--- config.mk ---
export PLATFORM = sky130hd
export DESIGN_NAME = fifo_thread_scheduler_with_mutexes
export DESIGN_NICKNAME = d
export VERILOG_FILES = /design/src/fts_pkg.sv /design/src/fts_front.sv /design/src/fts_back.sv /design/src/fifo_thread_scheduler_with_mutexes.sv
export SDC_FILE = /design/constraint.sdc
export NUM_CORES = 1
export LEC_CHECK = 0
export BUFFER_PORTS_ARGS = -buffer_cell sky130_fd_sc_hd__buf_2
export CORE_MARGIN = 3
export CORE_UTILIZATION = 35
export DETAILED_ROUTE_END_ITERATION = 10
export PLACE_DENSITY_LB_ADDON = 0.08
export SYNTH_ARGS = -nofsm -noshare
export SYNTH_HDL_FRONTEND = slang
export SYNTH_SLANG_ARGS = --single-unit
--- constraint.sdc ---
create_clock -name clk -period 8.1 [get_ports clk]
set_clock_uncertainty 0.05 [all_clocks]
set_input_delay 0.81 -clock clk [delete_from_list [all_inputs] [get_ports clk]]
set_output_delay 0.81 -clock clk [all_outputs]
set_load 0.005 [all_outputs]
--- src/fts_pkg.sv ---
package fts_pkg;

  localparam logic [2:0] CMD_SPAWN  = 3'd0;
  localparam logic [2:0] CMD_YIELD  = 3'd1;
  localparam logic [2:0] CMD_LOCK   = 3'd2;
  localparam logic [2:0] CMD_UNLOCK = 3'd3;
  localparam logic [2:0] CMD_EXIT   = 3'd4;
  localparam logic [2:0] CMD_TICK   = 3'd5;
  localparam logic [2:0] CMD_JOY    = 3'd6;
  localparam logic [2:0] CMD_READ   = 3'd7;

  // Depth of the command queue between the front and the back end.
  localparam int QUEUE_DEPTH = 2;

  typedef enum logic [3:0] {
    OP_SPAWN,
    OP_YIELD,
    OP_LOCK,
    OP_UNLOCK,
    OP_EXIT,
    OP_TICK,
    OP_JOY,
    OP_READ,
    OP_NOP
  } op_kind_t;

  typedef struct packed {
    op_kind_t   kind;
    logic [1:0] mutex;
  } op_t;

  typedef enum logic [1:0] {
    QS_FREE,
    QS_READY,
    QS_WAIT
  } qsel_t;

endpackage

--- src/fts_front.sv ---
module fts_front #(
  parameter int MUTEXES = 4
) (
  input  logic          clk,
  input  logic          rst,
  input  logic          in_valid,
  output logic          in_stall,
  input  logic [2:0]    cmd,
  input  logic [1:0]    mutex_index,
  output logic          q_valid,
  input  logic          q_take,
  output fts_pkg::op_t  q_op
);
  import fts_pkg::*;

  localparam int PW = (QUEUE_DEPTH > 1) ? $clog2(QUEUE_DEPTH) : 1;
  localparam int CW = $clog2(QUEUE_DEPTH + 1);

  op_t           entries [QUEUE_DEPTH];
  logic [PW-1:0] wr_ptr;
  logic [PW-1:0] rd_ptr;
  logic [CW-1:0] count;
  op_t           decoded;
  logic          mutex_ok;
  logic          push;
  logic          pop;

  assign mutex_ok = int'(mutex_index) < MUTEXES;

  // A lock or unlock on a mutex that does not exist is turned into a no-op here.
  always_comb begin
    decoded.mutex = mutex_index;
    unique case (cmd)
      CMD_SPAWN:  decoded.kind = OP_SPAWN;
      CMD_YIELD:  decoded.kind = OP_YIELD;
      CMD_LOCK:   decoded.kind = mutex_ok ? OP_LOCK : OP_NOP;
      CMD_UNLOCK: decoded.kind = mutex_ok ? OP_UNLOCK : OP_NOP;
      CMD_EXIT:   decoded.kind = OP_EXIT;
      CMD_TICK:   decoded.kind = OP_TICK;
      CMD_JOY:    decoded.kind = OP_JOY;
      CMD_READ:   decoded.kind = OP_READ;
      default:    decoded.kind = OP_NOP;
    endcase
  end

  assign in_stall = (count == CW'(QUEUE_DEPTH));
  assign push     = in_valid && !in_stall;
  assign q_valid  = (count != '0);
  assign pop      = q_valid && q_take;
  assign q_op     = entries[rd_ptr];

  always_ff @(posedge clk) begin
    if (rst) begin
      wr_ptr <= '0;
      rd_ptr <= '0;
      count  <= '0;
    end else begin
      if (push) begin
        wr_ptr <= (wr_ptr == PW'(QUEUE_DEPTH - 1)) ? '0 : wr_ptr + 1'b1;
      end
      if (pop) begin
        rd_ptr <= (rd_ptr == PW'(QUEUE_DEPTH - 1)) ? '0 : rd_ptr + 1'b1;
      end
      case ({push, pop})
        2'b10:   count <= count + 1'b1;
        2'b01:   count <= count - 1'b1;
        default: count <= count;
      endcase
    end
  end

  always_ff @(posedge clk) begin
    if (push) begin
      entries[wr_ptr] <= decoded;
    end
  end

endmodule

--- src/fts_back.sv ---
module fts_back #(
  parameter int THREADS = 4,
  parameter int MUTEXES = 4
) (
  input  logic          clk,
  input  logic          rst,
  input  logic          q_valid,
  output logic          q_take,
  input  fts_pkg::op_t  q_op,
  output logic          out_valid,
  input  logic          out_stall,
  output logic [2:0]    running,
  output logic [1:0]    new_thread,
  output logic [15:0]   ticks,
  output logic          panic
);
  import fts_pkg::*;

  localparam int IW = $clog2(THREADS + 1);
  localparam int MW = (MUTEXES > 1) ? $clog2(MUTEXES) : 1;

  logic [IW-1:0] link [THREADS+1];

  logic [IW-1:0] free_head, free_head_next;
  logic [IW-1:0] free_tail, free_tail_next;
  logic          free_ne, free_ne_next;
  logic [IW-1:0] ready_head, ready_head_next;
  logic [IW-1:0] ready_tail, ready_tail_next;
  logic          ready_ne, ready_ne_next;
  logic [IW-1:0] wait_head [MUTEXES];
  logic [IW-1:0] wait_head_next [MUTEXES];
  logic [IW-1:0] wait_tail [MUTEXES];
  logic [IW-1:0] wait_tail_next [MUTEXES];
  logic          wait_ne [MUTEXES];
  logic          wait_ne_next [MUTEXES];
  logic [MUTEXES-1:0] locked, locked_next;
  logic [IW-1:0] cur, cur_next;
  logic [15:0]   tick_count, tick_count_next;
  logic          joy, joy_next;
  logic          panic_flag, panic_next;
  logic [IW-1:0] new_next;
  logic [15:0]   ticks_next;

  logic [MW-1:0] mi;
  logic          fire;
  logic          yield_req;
  logic          push_en;
  qsel_t         push_sel;
  logic [IW-1:0] push_id;
  logic          pop_en;
  qsel_t         pop_sel;
  logic          fwd_en;
  logic          lw_en;
  logic [IW-1:0] lw_addr;
  logic [IW-1:0] lw_data;
  logic [IW-1:0] pop_id;
  logic [IW-1:0] pop_tail;
  logic [IW-1:0] link_rd;

  assign mi     = MW'(q_op.mutex);
  assign q_take = !out_valid || !out_stall;
  assign fire   = q_valid && q_take;

  // Every command is one enqueue followed by one dequeue at most. The link
  // written by the enqueue is forwarded to the dequeue in the same cycle, except on a spawn.
  always_comb begin
    free_head_next  = free_head;
    free_tail_next  = free_tail;
    free_ne_next    = free_ne;
    ready_head_next = ready_head;
    ready_tail_next = ready_tail;
    ready_ne_next   = ready_ne;
    wait_head_next  = wait_head;
    wait_tail_next  = wait_tail;
    wait_ne_next    = wait_ne;
    locked_next     = locked;
    cur_next        = cur;
    tick_count_next = tick_count;
    joy_next        = joy;
    panic_next      = panic_flag;
    new_next        = '0;
    ticks_next      = '0;
    yield_req       = 1'b0;
    push_en         = 1'b0;
    push_sel        = QS_READY;
    push_id         = cur;
    pop_en          = 1'b0;
    pop_sel         = QS_READY;
    fwd_en          = 1'b1;
    lw_en           = 1'b0;
    lw_addr         = '0;
    pop_id          = cur;
    pop_tail        = cur;
    link_rd         = '0;

    if (!panic_flag) begin
      unique case (q_op.kind)
        OP_SPAWN: begin
          if (!free_ne) begin
            panic_next = 1'b1;
          end else begin
            // The free head is appended to the ready queue and popped from the free chain.
            push_en  = 1'b1;
            push_sel = QS_READY;
            push_id  = free_head;
            pop_en   = 1'b1;
            pop_sel  = QS_FREE;
            fwd_en   = 1'b0;
            new_next = free_head;
          end
        end
        OP_YIELD: yield_req = 1'b1;
        OP_LOCK: begin
          if (!locked[mi]) begin
            locked_next[mi] = 1'b1;
          end else if (!ready_ne) begin
            panic_next = 1'b1;
          end else begin
            push_en  = 1'b1;
            push_sel = QS_WAIT;
            pop_en   = 1'b1;
            pop_sel  = QS_READY;
          end
        end
        OP_UNLOCK: begin
          if (!wait_ne[mi]) begin
            locked_next[mi] = 1'b0;
          end else begin
            // The lock stays set and passes to the first waiter.
            push_en  = 1'b1;
            push_sel = QS_READY;
            pop_en   = 1'b1;
            pop_sel  = QS_WAIT;
          end
        end
        OP_EXIT: begin
          if (!ready_ne) begin
            panic_next = 1'b1;
          end else begin
            // The initial thread owns no slot and is not returned.
            push_en  = (cur < IW'(THREADS));
            push_sel = QS_FREE;
            pop_en   = 1'b1;
            pop_sel  = QS_READY;
          end
        end
        OP_TICK: begin
          tick_count_next = tick_count + 16'd1;
          yield_req       = 1'b1;
        end
        OP_JOY: begin
          if (!joy) begin
            joy_next  = 1'b1;
            yield_req = 1'b1;
          end else begin
            joy_next = 1'b0;
          end
        end
        OP_READ: begin
          ticks_next      = tick_count;
          tick_count_next = '0;
        end
        default: ;
      endcase

      if (yield_req) begin
        push_en  = 1'b1;
        push_sel = QS_READY;
        pop_en   = 1'b1;
        pop_sel  = QS_READY;
      end
    end

    if (push_en) begin
      unique case (push_sel)
        QS_FREE: begin
          lw_en   = free_ne;
          lw_addr = free_tail;
          if (!free_ne) begin
            free_head_next = push_id;
          end
          free_tail_next = push_id;
          free_ne_next   = 1'b1;
        end
        QS_READY: begin
          lw_en   = ready_ne;
          lw_addr = ready_tail;
          if (!ready_ne) begin
            ready_head_next = push_id;
          end
          ready_tail_next = push_id;
          ready_ne_next   = 1'b1;
        end
        default: begin
          lw_en   = wait_ne[mi];
          lw_addr = wait_tail[mi];
          if (!wait_ne[mi]) begin
            wait_head_next[mi] = push_id;
          end
          wait_tail_next[mi] = push_id;
          wait_ne_next[mi]   = 1'b1;
        end
      endcase
    end
    lw_data = push_id;

    if (pop_en) begin
      unique case (pop_sel)
        QS_FREE: begin
          pop_id   = free_head_next;
          pop_tail = free_tail_next;
        end
        QS_READY: begin
          pop_id   = ready_head_next;
          pop_tail = ready_tail_next;
        end
        default: begin
          pop_id   = wait_head_next[mi];
          pop_tail = wait_tail_next[mi];
        end
      endcase

      link_rd = (fwd_en && lw_en && lw_addr == pop_id) ? lw_data : link[pop_id];

      unique case (pop_sel)
        QS_FREE: begin
          if (pop_id == pop_tail) begin
            free_ne_next = 1'b0;
          end else begin
            free_head_next = link_rd;
          end
        end
        QS_READY: begin
          if (pop_id == pop_tail) begin
            ready_ne_next = 1'b0;
          end else begin
            ready_head_next = link_rd;
          end
        end
        default: begin
          if (pop_id == pop_tail) begin
            wait_ne_next[mi] = 1'b0;
          end else begin
            wait_head_next[mi] = link_rd;
          end
        end
      endcase

      if (pop_sel != QS_FREE) begin
        cur_next = pop_id;
      end
    end
  end

  always_ff @(posedge clk) begin
    if (rst) begin
      for (int i = 0; i <= THREADS; i++) begin
        link[i] <= (i < THREADS - 1) ? IW'(i + 1) : '0;
      end
      free_head  <= '0;
      free_tail  <= IW'(THREADS - 1);
      free_ne    <= 1'b1;
      ready_head <= '0;
      ready_tail <= '0;
      ready_ne   <= 1'b0;
      for (int m = 0; m < MUTEXES; m++) begin
        wait_head[m] <= '0;
        wait_tail[m] <= '0;
        wait_ne[m]   <= 1'b0;
      end
      locked     <= '0;
      cur        <= IW'(THREADS);
      tick_count <= '0;
      joy        <= 1'b0;
      panic_flag <= 1'b0;
      out_valid  <= 1'b0;
    end else begin
      if (fire) begin
        if (lw_en) begin
          link[lw_addr] <= lw_data;
        end
        free_head  <= free_head_next;
        free_tail  <= free_tail_next;
        free_ne    <= free_ne_next;
        ready_head <= ready_head_next;
        ready_tail <= ready_tail_next;
        ready_ne   <= ready_ne_next;
        wait_head  <= wait_head_next;
        wait_tail  <= wait_tail_next;
        wait_ne    <= wait_ne_next;
        locked     <= locked_next;
        cur        <= cur_next;
        tick_count <= tick_count_next;
        joy        <= joy_next;
        panic_flag <= panic_next;
        out_valid  <= 1'b1;
      end else if (!out_stall) begin
        out_valid <= 1'b0;
      end
    end
  end

  always_ff @(posedge clk) begin
    if (fire) begin
      running    <= 3'(cur_next);
      new_thread <= 2'(new_next);
      ticks      <= ticks_next;
      panic      <= panic_next;
    end
  end

endmodule

--- src/fifo_thread_scheduler_with_mutexes.sv ---
// A result is registered, valid in the cycle after the back end takes its command;
// the front queue holds two commands. Throughput: one command per cycle while the
// result port does not stall, set by the back end, which executes a whole command
// (one enqueue, one dequeue, one link read) combinationally.
// Reset (rst, synchronous): all slots back on the free chain, other queues
// empty, initial thread running, counters and flags cleared, queued commands dropped.
module fifo_thread_scheduler_with_mutexes #(
  parameter int THREADS = 4,
  parameter int MUTEXES = 4
) (
  input  logic        clk,
  input  logic        rst,
  input  logic        in_valid,
  output logic        in_stall,
  input  logic [2:0]  cmd,
  input  logic [1:0]  mutex_index,
  output logic        out_valid,
  input  logic        out_stall,
  output logic [2:0]  running,
  output logic [1:0]  new_thread,
  output logic [15:0] ticks,
  output logic        panic
);
  import fts_pkg::*;

  logic q_valid;
  logic q_take;
  op_t  q_op;

  fts_front #(
    .MUTEXES(MUTEXES)
  ) u_front (
    .clk        (clk),
    .rst        (rst),
    .in_valid   (in_valid),
    .in_stall   (in_stall),
    .cmd        (cmd),
    .mutex_index(mutex_index),
    .q_valid    (q_valid),
    .q_take     (q_take),
    .q_op       (q_op)
  );

  fts_back #(
    .THREADS(THREADS),
    .MUTEXES(MUTEXES)
  ) u_back (
    .clk       (clk),
    .rst       (rst),
    .q_valid   (q_valid),
    .q_take    (q_take),
    .q_op      (q_op),
    .out_valid (out_valid),
    .out_stall (out_stall),
    .running   (running),
    .new_thread(new_thread),
    .ticks     (ticks),
    .panic     (panic)
  );

endmodule

; ---- Word-level counts from Yosys, hierarchy flattened
; Memories as Yosys holds them, arrays and structs flattened. A register that Yosys moved wholly into a read port is not among the register bits.
; Cells that the tools add are included.
[word_totals]
ff_bits = 94
latchBits = 0
mem_bits_rw = 27
mem_bits_ro = 0
in_bits = 9
output_inout_bits = 24
elab_cells = 237
memories = 2
[mem_list]
columns = memory, depth, width, read_ports, rd_clocked_by_memory_dff, write_ports, line
row1 = u_back.link, 5, 3, 1, 0, 5, fts_back.sv:22  ; logic [IW-1:0] link [THREADS+1];
row2 = u_front.entries, 2, 6, 1, 1, 1, fts_front.sv:19  ; op_t entries [QUEUE_DEPTH];
[classes]
addsub = 5
multipliers = 0
n_div = 0
order_cmp = 5
eq_ne = 24
shifts = 0
mux = 131
bitwise = 11
n_reduce_logical = 28
[op_table]
columns = cell, count
row1 = $mux W3, 34
row2 = $mux W12, 8
row3 = $mux W1, 50
row4 = $bwmux W12, 3
row5 = $pmux W16 S2, 1
row6 = $pmux W4 S8, 1
row7 = $mux W4, 7
row8 = $bmux W3 S2, 3
row9 = $pmux W3 S2, 3
row10 = $add A16 B1 Y16 const B, 1
row11 = $eq A4 B3 Y1 const B, 4
row12 = $mux W2, 7
row13 = $eq A3 B3 Y1 const B, 4
row14 = $pmux W2 S2, 3
row15 = $reduce_bool A2 Y1, 5
row16 = $and A4 B4 Y4, 2
row17 = $eq A4 B2 Y1 const B, 2
row18 = $not A4 Y4, 2
row19 = $or A4 B4 Y4, 2
row20 = $pmux W1 S4, 2
row21 = $pmux W4 S2, 1
row22 = $reduce_or A2 Y1, 4
row23 = $demux W3 S2, 1
row24 = $eq A2 B1 Y1 const B, 3
row25 = 30 further kinds, 51

; ---- Logic depth before layout (Yosys ltp)
; Gate-level depths: netlist (run 1).
[logic_depth]
ltp_word = 22
mapped_depth = 16

; ---- Cells and area by module
; A second synthesis (run 1) with hierarchy kept.
[unflattened]
cells_unflattened = 676
area_unflattened_um2 = 6660.1
[by_module_without_submodules]
columns = module, n_inst, cells_each, area_per_inst_um2, seq_area_each_um2
row1 = fts_back, 1, 630, 6054.6, 2742.6
row2 = fts_front, 1, 46, 605.6, 400.4

; ---- Worst setup path before layout (run 1)
; Ideal clock, no wire load.
[synth_timing]
kind = reg-to-reg
startpoint = memory u_front.entries[0][1] in the netlist's numbering
endpoint = register u_back.ready_head[0]
setup_time_ps = 91
arrival_time_ps = 3434
setup_slack_ps = 4525
stages_incl_launch_ff = 12
n_path_buf = 0
synth_period_minus_slack_ps = 3575
cell_sequence = edfxtp_1 > or3b_2 > a21oi_1 > nor4_1 > a211oi_2 > a21o_1 > or3_1 > xor2_1 > nand4_4 > mux2_4 > or3_1 > a311oi_1
[synth_lines]
columns = item, line
row1 = from (decl), fts_front.sv:19
row2 = to (signal assigned), fts_back.sv:285  ; ready_head <= ready_head_next;
row3 = to (decl), fts_back.sv:27  ; logic [IW-1:0] ready_head, ready_head_next;

==> flow_metrics.env, run 1 <==
export IMPL_outcome="finished, final reports clean"
export IMPL_via_cell_ratio=5.68
export IMPL_r2r_end="u_back.wait_head[3]$_SDFFE_PP0P_"
export IMPL_placementRows=49
export IMPL_utilization_pct=41.3
export IMPL_area_occupied_by_multi_input_gates_um2=3290
export IMPL_combPwrFrac_pct=44.0
export IMPL_post_place_ws_ns=2.95
export IMPL_cap_violations=0
export IMPL_report_final_slew_viol_count=0
export IMPL_antenna_found_initial=0
export IMPL_track_usage_pct=18.4
export IMPL_timing_reg2reg_setup_slack_ns=2.78
export IMPL_cts_repair_resized=0
export IMPL_leakage_nw=2.68
export IMPL_first_global_vias=5412
export IMPL_detail_route_drc_violations=0
export IMPL_global_route_wire_length_before_repair_um=29500
export IMPL_power_density_nw_per_um2=387
export IMPL_ctsRootBufferMaster="sky130_fd_sc_hd__clkbuf_16"
export IMPL_placed_area_um2=7000
export IMPL_area_growth_syn_to_layout_pct=13.9
export IMPL_period_share_pct=65.7
export IMPL_hold_path_class="register to register"
export IMPL_synth_distinct_cells=82
export IMPL_coreArea_um2=18300
export IMPL_dp_final_hpwl_um=12800
export IMPL_ctsLongestPathBuffers=2
export IMPL_dominant_synthesized_flop_cell="sky130_fd_sc_hd__dfxtp_1"
export IMPL_io_pin_count=33
export IMPL_critical_path_top_delay_family="simple AND/OR/NAND/NOR gates"
export IMPL_average_instance_area_after_synthesis_um2=9.36
export IMPL_power_ir_vdd_worst_v=0.000180
export IMPL_worst_hold_path_num_cells=2
export IMPL_num_fill_cells=1772
export IMPL_postSynthRegisterBits=129
export IMPL_placement_io_buffers=32
export IMPL_diodes=0
export IMPL_commonest_non_fill_non_tap_cells_in_the_layout="sky130_fd_sc_hd__nor2_1 (99), sky130_fd_sc_hd__dfxtp_1 (73), sky130_fd_sc_hd__nand2_1 (56), sky130_fd_sc_hd__edfxtp_1 (56), sky130_fd_sc_hd__a21oi_1 (44)"
export IMPL_synth_yosys_seq_area_share_pct=47.2
export IMPL_worst_path_max_fanout=27
export IMPL_final_hold_violation_count=0
export IMPL_final_design_area_no_fill_um2=7580
export IMPL_cts_tree="built"
export IMPL_critical_path_arrival_ns=5.64
export IMPL_insertion_delay_ns=0.43
export IMPL_worstPathCellList="nand3b_2 -> a21oi_2 -> nor4_1 -> nand2_1 -> o22ai_1 -> nor2_1 -> xor2_1 -> nand4_4 -> mux2_4 -> o31ai_1 -> a32o_1"
export IMPL_final_instance_count_excl_fill=974
export IMPL_synth_fp_nets=722
export IMPL_most_common_cell_after_layout_fill_and_taps_aside="sky130_fd_sc_hd__nor2_1"
export IMPL_clock_share_of_power_pct=25.9
export IMPL_numClockSinks=129
export IMPL_cts_clk_slew_worst_paths_ns=0.06
export IMPL_final_hold_worst_slack_ns=0.416
export IMPL_synthesis_area_um2=6660
export IMPL_synth_edf_count=56
export IMPL_totalNegativeSetupSlack_ns=0
export IMPL_overflow_left_after_global_routing=0
export IMPL_synth_yosys_warnings=0
export IMPL_p_sw_mw=1.30
export IMPL_crit_buf_inv=0
export IMPL_net_switching_fraction_of_the_power_pct=44.2
export IMPL_worst_path_largest_cell_delay_ns=0.91
export IMPL_seq_power_share_pct=30.1
export IMPL_place_congestion=0.854
export IMPL_fraction_of_final_layout_cells_sized_beyond_drive_strength_1_pct=14.2
export IMPL_postSynthCellCount=711
export IMPL_timing_reg2reg_worst_path_depth=11
export IMPL_vias=5533
export IMPL_floorplan_initialDensity_pct=36.3
export IMPL_worst_slew_pin_transition_ns=1.21
export IMPL_number_of_levels_the_h_tree_was_split_into=4
export IMPL_nets=743
export IMPL_slack_of_the_critical_path_ns=2.78
export IMPL_internal_power_mw=1.64
export IMPL_layout_min_cycle_time_ns=5.32
export IMPL_count_of_antenna_violating_nets_left_after_detailed_routing=0
export IMPL_dieArea_um2=20700
export IMPL_crit_required_ns=8.42
export IMPL_slew_headroom_pct=18.8
export IMPL_design_power_total_mw=2.94
export IMPL_max_freq_ghz=0.188
export IMPL_start_kind="register"
export IMPL_drt_iter0_markers=436
export IMPL_die_width_um=144
export IMPL_hold_fix_buffer_count_after_cts=0
export IMPL_drt_pass1_iter_count=5
export IMPL_post_cts_buffers=0
export IMPL_synth_async_sr_flop_share_pct=0
export IMPL_drt_wirelength_per_cell_um=18.9
export IMPL_rsz_0062_raised_after_global_routing="no"
export IMPL_critical_path_class="register to register"
export IMPL_placed_cell_count=942
export IMPL_die_y_um=144
export IMPL_grt_max_degree=63
export IMPL_timing_final_setup_violations=0
export IMPL_route_final_wire_length_um=18400
export IMPL_numCtsBuffers=17
export IMPL_cpMaxStageDelayCell="sky130_fd_sc_hd__dfxtp_1"
export IMPL_register_area_um2=3140
export IMPL_end_kind="register"
[synthesized netlist by cell type (3+ instances only)]
cell | instances | area, um^2
sky130_fd_sc_hd__o221ai_1 | 6 | 52.6
sky130_fd_sc_hd__nor2b_1 | 6 | 37.5
sky130_fd_sc_hd__o22ai_1 | 3 | 18.8
sky130_fd_sc_hd__mux2_2 | 7 | 78.8
sky130_fd_sc_hd__o21ai_1 | 6 | 30.0
sky130_fd_sc_hd__xor2_1 | 17 | 149
sky130_fd_sc_hd__a221oi_1 | 4 | 35.0
sky130_fd_sc_hd__or3_1 | 10 | 62.6
sky130_fd_sc_hd__a21oi_1 | 44 | 220
sky130_fd_sc_hd__a211o_1 | 3 | 26.3
sky130_fd_sc_hd__edfxtp_1 | 56 | 1680
sky130_fd_sc_hd__or2_2 | 3 | 18.8
sky130_fd_sc_hd__a211oi_1 | 7 | 52.6
sky130_fd_sc_hd__inv_1 | 9 | 33.8
sky130_fd_sc_hd__a311oi_1 | 10 | 87.6
sky130_fd_sc_hd__buf_2 | 8 | 40.0
sky130_fd_sc_hd__nand2b_1 | 11 | 68.8
sky130_fd_sc_hd__xnor2_1 | 7 | 61.3
sky130_fd_sc_hd__clkbuf_1 | 28 | 105
sky130_fd_sc_hd__a31oi_1 | 4 | 25.0
sky130_fd_sc_hd__nand3b_1 | 6 | 45.0
sky130_fd_sc_hd__nor2_1 | 99 | 372
sky130_fd_sc_hd__o311ai_0 | 3 | 26.3
sky130_fd_sc_hd__mux2i_1 | 22 | 220
sky130_fd_sc_hd__and3_1 | 9 | 56.3
sky130_fd_sc_hd__o211ai_1 | 6 | 45.0
sky130_fd_sc_hd__nand2_1 | 56 | 210
sky130_fd_sc_hd__nor3_1 | 8 | 40.0
sky130_fd_sc_hd__nor4_1 | 8 | 50.1
sky130_fd_sc_hd__nand4_1 | 27 | 169
sky130_fd_sc_hd__or4_1 | 5 | 37.5
sky130_fd_sc_hd__o21ai_0 | 20 | 100
sky130_fd_sc_hd__dfxtp_1 | 73 | 1460
sky130_fd_sc_hd__and2_1 | 23 | 144
sky130_fd_sc_hd__nand3_1 | 33 | 165
sky130_fd_sc_hd__nor3_2 | 3 | 30.0
sky130_fd_sc_hd__a21o_1 | 4 | 30.0
[how the worst max path moves through the flow]
stage                                    startpoint                           endpoint  slack, ns  cells after the start
floorplan           u_front.entries[0][1]$_DFFE_PP_  u_back.ready_head[0]$_SDFFE_PP0P_       4.53                     11
detailed placement                         register  u_back.ready_head[0]$_SDFFE_PP0P_       2.95                     11
global placement                           register   u_back.wait_head[3]$_SDFFE_PP0P_       3.08                     11
CTS                                        register   u_back.wait_head[6]$_SDFFE_PP0P_       2.87                     11
global route                               register   u_back.wait_head[2]$_SDFFE_PP0P_       2.33                     11
finish                                     register   u_back.wait_head[3]$_SDFFE_PP0P_       2.78                     11
[cells by family (layout without fill, tap and decap cells)]
kind of cell / Yosys count / after routing / synth area share [%]
muxes: 31 / 31 / 4.92
AOI/OAI and AO/OA: 150 / 150 / 15.6
xor gates and xnor gates: 25 / 25 / 3.57
adders and majority gates: 2 / 2 / 0.376
and+or+nand+nor: 323 / 323 / 25.0
DFF: 129 / 129 / 47.2
buffers and inverters: 51 / 85 / 3.31
[registers in the layout (all words and copies together), names as in the netlist, 3 cells and up, named ones only]
register           count
u_back.ready_tail      3
u_back.wait_tail      12
u_back.running         3
u_back.cur             3
u_front.entries       10
u_back.tick_count     16
u_back.ticks          16
u_back.free_tail       3
u_back.wait_head      12
u_back.wait_ne         4
u_back.ready_head      3
u_back.free_head       3
u_back.link           24
[routing by layer]
layer | routed length (um) | GRT usage [%] | vias up | share of wire [%]
met5 | 0 | 0 | - | 0
met4 | 531 | 8.47 | 0 | 2.9
met3 | 1020 | 3.29 | 33 | 5.6
met2 | 8220 | 27.9 | 198 | 45
met1 | 8590 | 25.6 | 2620 | 47
li1 | - | - | 2682 | -
[tightest hold or removal path, delay by kind of cell, from the launching register on]
kind               cells  cell delay, ns
DFF                    1            0.32
and+or+nand+nor        1            0.05
AOI/OAI and AO/OA      1            0.05
[cell type report]
class | instances | share of cell area [%]
timing repair buffer | 42 | 3.10
tap | 229 | 3.78
sequential | 129 | 41.5
clock inverter | 14 | 1.72
clock buffer | 18 | 5.94
inverter | 11 | 0.545
multi-input combinational | 531 | 43.4
[power groups by stage]
stage	sequential [mW]	clock, mW	combinational (mW)
after floorplan	0.873	0	0.918
after global placement	0.895	0	1.26
after detailed placement	0.898	0	1.27
after CTS	0.885	0.777	1.28
after global routing	0.900	0.801	1.42
final	0.885	0.760	1.29
(Power assumes the default switching activity.)
==> run 2, diff against run 1 <==
==> constraint.sdc (replaced) <==
create_clock -name clk -period 4.5 [get_ports clk]
set_clock_uncertainty 0.05 [all_clocks]
set_input_delay 0.45 -clock clk [delete_from_list [all_inputs] [get_ports clk]]
set_output_delay 0.45 -clock clk [all_outputs]
set_load 0.005 [all_outputs]
==> run 2 against run 1 <==
Against the previous run:
- critical path depth up 4
- power is 84% higher
- via count increased by 1.7%
- sequential cell count unchanged
- wire length is 1.0% higher
- worst setup slack worse by 2.4 ns
- first-iteration DRC count fell by 14%
- global-route usage rose by 0.23 points
- clock-buffer cell count unchanged
- critical path type unchanged
- largest power group unchanged
- highest routed layer unchanged
==> flow_metrics.env, run 2 (synthesis results as in run 1) <==
export IMPL_placed_area_um2=7160
export IMPL_global_route_wire_length_before_repair_um=29800
export IMPL_die_y_um=144
export IMPL_num_fill_cells=1814
export IMPL_overflow_left_after_global_routing=0
export IMPL_area_growth_syn_to_layout_pct=16.3
export IMPL_drt_pass1_iter_count=6
export IMPL_count_of_antenna_violating_nets_left_after_detailed_routing=0
export IMPL_track_usage_pct=18.6
export IMPL_max_freq_ghz=0.244
export IMPL_final_instance_count_excl_fill=995
export IMPL_placed_cell_count=963
export IMPL_commonest_non_fill_non_tap_cells_in_the_layout="sky130_fd_sc_hd__nor2_1 (99), sky130_fd_sc_hd__dfxtp_1 (72), sky130_fd_sc_hd__nand2_1 (56), sky130_fd_sc_hd__edfxtp_1 (56), sky130_fd_sc_hd__a21oi_1 (44)"
export IMPL_post_place_ws_ns=0.276
export IMPL_leakage_nw=2.79
export IMPL_first_global_vias=5454
export IMPL_numClockSinks=129
export IMPL_outcome="finished, final reports clean"
export IMPL_vias=5626
export IMPL_final_design_area_no_fill_um2=7740
export IMPL_diodes=0
export IMPL_nets=764
export IMPL_register_area_um2=3140
export IMPL_final_hold_violation_count=0
export IMPL_route_final_wire_length_um=18600
export IMPL_critical_path_class="register to register"
export IMPL_drt_iter0_markers=374
export IMPL_place_congestion=0.925
export IMPL_drt_wirelength_per_cell_um=18.7
export IMPL_fraction_of_final_layout_cells_sized_beyond_drive_strength_1_pct=16.7
export IMPL_cts_clk_slew_worst_paths_ns=0.06
export IMPL_largest_register="u_back.link"
export IMPL_critical_path_arrival_ns=4.36
export IMPL_most_common_cell_after_layout_fill_and_taps_aside="sky130_fd_sc_hd__nor2_1"
export IMPL_cap_violations=0
export IMPL_slack_of_the_critical_path_ns=0.407
export IMPL_hold_path_class="primary input to register"
export IMPL_final_hold_worst_slack_ns=0.169
export IMPL_crit_required_ns=4.77
export IMPL_period_share_pct=90.9
export IMPL_number_of_levels_the_h_tree_was_split_into=4
export IMPL_dieArea_um2=20700
export IMPL_largest_register_ff_count=24
export IMPL_detail_route_drc_violations=0
export IMPL_utilization_pct=42.2
export IMPL_numCtsBuffers=17
export IMPL_coreArea_um2=18300
export IMPL_totalNegativeSetupSlack_ns=0
export IMPL_placementRows=49
export IMPL_io_pin_count=33
export IMPL_layout_min_cycle_time_ns=4.09
export IMPL_cts_tree="built"
export IMPL_report_final_slew_viol_count=0
export IMPL_placement_io_buffers=32
export IMPL_insertion_delay_ns=0.42
export IMPL_die_width_um=144
export IMPL_start_kind="register"
export IMPL_area_occupied_by_multi_input_gates_um2=3290
export IMPL_rsz_0062_raised_after_global_routing="no"
export IMPL_power_density_nw_per_um2=697
export IMPL_antenna_found_initial=0
export IMPL_layout_top_registers="u_back.link x24, u_back.tick_count x16, u_back.ticks x16"
export IMPL_worst_path_max_fanout=18
export IMPL_ctsLongestPathBuffers=2
export IMPL_end_kind="register"
export IMPL_slew_headroom_pct=39.9
export IMPL_ctsRootBufferMaster="sky130_fd_sc_hd__clkbuf_16"
export IMPL_dp_final_hpwl_um=13200
export IMPL_grt_max_degree=62
export IMPL_timing_final_setup_violations=0
export IMPL_worst_slew_pin_transition_ns=0.894
export IMPL_power_ir_vdd_worst_v=0.000362
export IMPL_via_cell_ratio=5.65
export IMPL_design_power_total_mw=5.40
export IMPL_floorplan_initialDensity_pct=36.3
export IMPL_post_cts_buffers=0
## run 2: cell count changes in the layout (fill, tap and decap cells not counted), sizes merged
| cell | before | now |
|---|---|---|
| buf | 42 | 63 |
| clkinv | 1 | 6 |
| inv | 22 | 18 |
| clkinvlp | 2 | 0 |
| bufinv | 0 | 1 |
## run 2: worst max-delay path, stage by stage, from the launching register on
cell and delay [ns]:
sky130_fd_sc_hd__dfxtp_2 0.41, sky130_fd_sc_hd__buf_4 0.21, sky130_fd_sc_hd__nor4_1 0.27, sky130_fd_sc_hd__a21oi_1 0.14
sky130_fd_sc_hd__nor2b_2 0.34, sky130_fd_sc_hd__and2_1 0.21, sky130_fd_sc_hd__a21oi_1 0.07, sky130_fd_sc_hd__inv_2 0.18
sky130_fd_sc_hd__mux2i_1 0.16, sky130_fd_sc_hd__a221o_1 0.52, sky130_fd_sc_hd__buf_4 0.22, sky130_fd_sc_hd__nand4_1 0.09
sky130_fd_sc_hd__nand4_1 0.16, sky130_fd_sc_hd__mux2i_1 0.49, sky130_fd_sc_hd__nand4_1 0.15, sky130_fd_sc_hd__a311oi_1 0.30
## run 2: final timing paths
path,start,to,slack (ns),cells after the start
setup / recovery,register,u_back.ready_head[1]$_SDFFE_PP0P_,0.41,15
hold / removal,cmd[1],u_front.entries[0][3]$_DFFE_PP_,0.17,1
setup reg to reg,register,u_back.ready_head[1]$_SDFFE_PP0P_,0.41,15
hold reg to reg,register,register,0.42,2
## run 2: where the power goes
part | total, mW | switching, mW | leakage [nW] | internal (mW)
Sequential | 1.58 | 0.128 | 1.12 | 1.46
Combinational | 2.45 | 1.63 | 1.37 | 0.818
Clock | 1.36 | 0.568 | 0.292 | 0.795
Total | 5.40 | 2.33 | 2.79 | 3.07
## run 2: final cells by class
| class | count | share of cell area (%) |
|---|---|---|
| multi-input cells | 531 | 42.5 |
| flip-flops and latches | 129 | 40.6 |
| clock buffers | 18 | 5.67 |
| repair buffers | 63 | 5.07 |
| well taps | 229 | 3.70 |
| clock inverters | 14 | 1.87 |
| inverters | 11 | 0.533 |
## run 2: metal layers
layer,track usage (%),wire length [um],up-vias
li1,-,-,2734
met1,26.7,9100,2730
met2,28.2,8430,144
met3,3.46,755,18
met4,6.54,277,0
met5,0,0,-
## run 2: what timing repair did
item                       4_1_cts  5_1_grt
setup endpoints to repair        0       13
resized for setup                0        1
hold buffers                     0        0
hold endpoints to repair         0        0
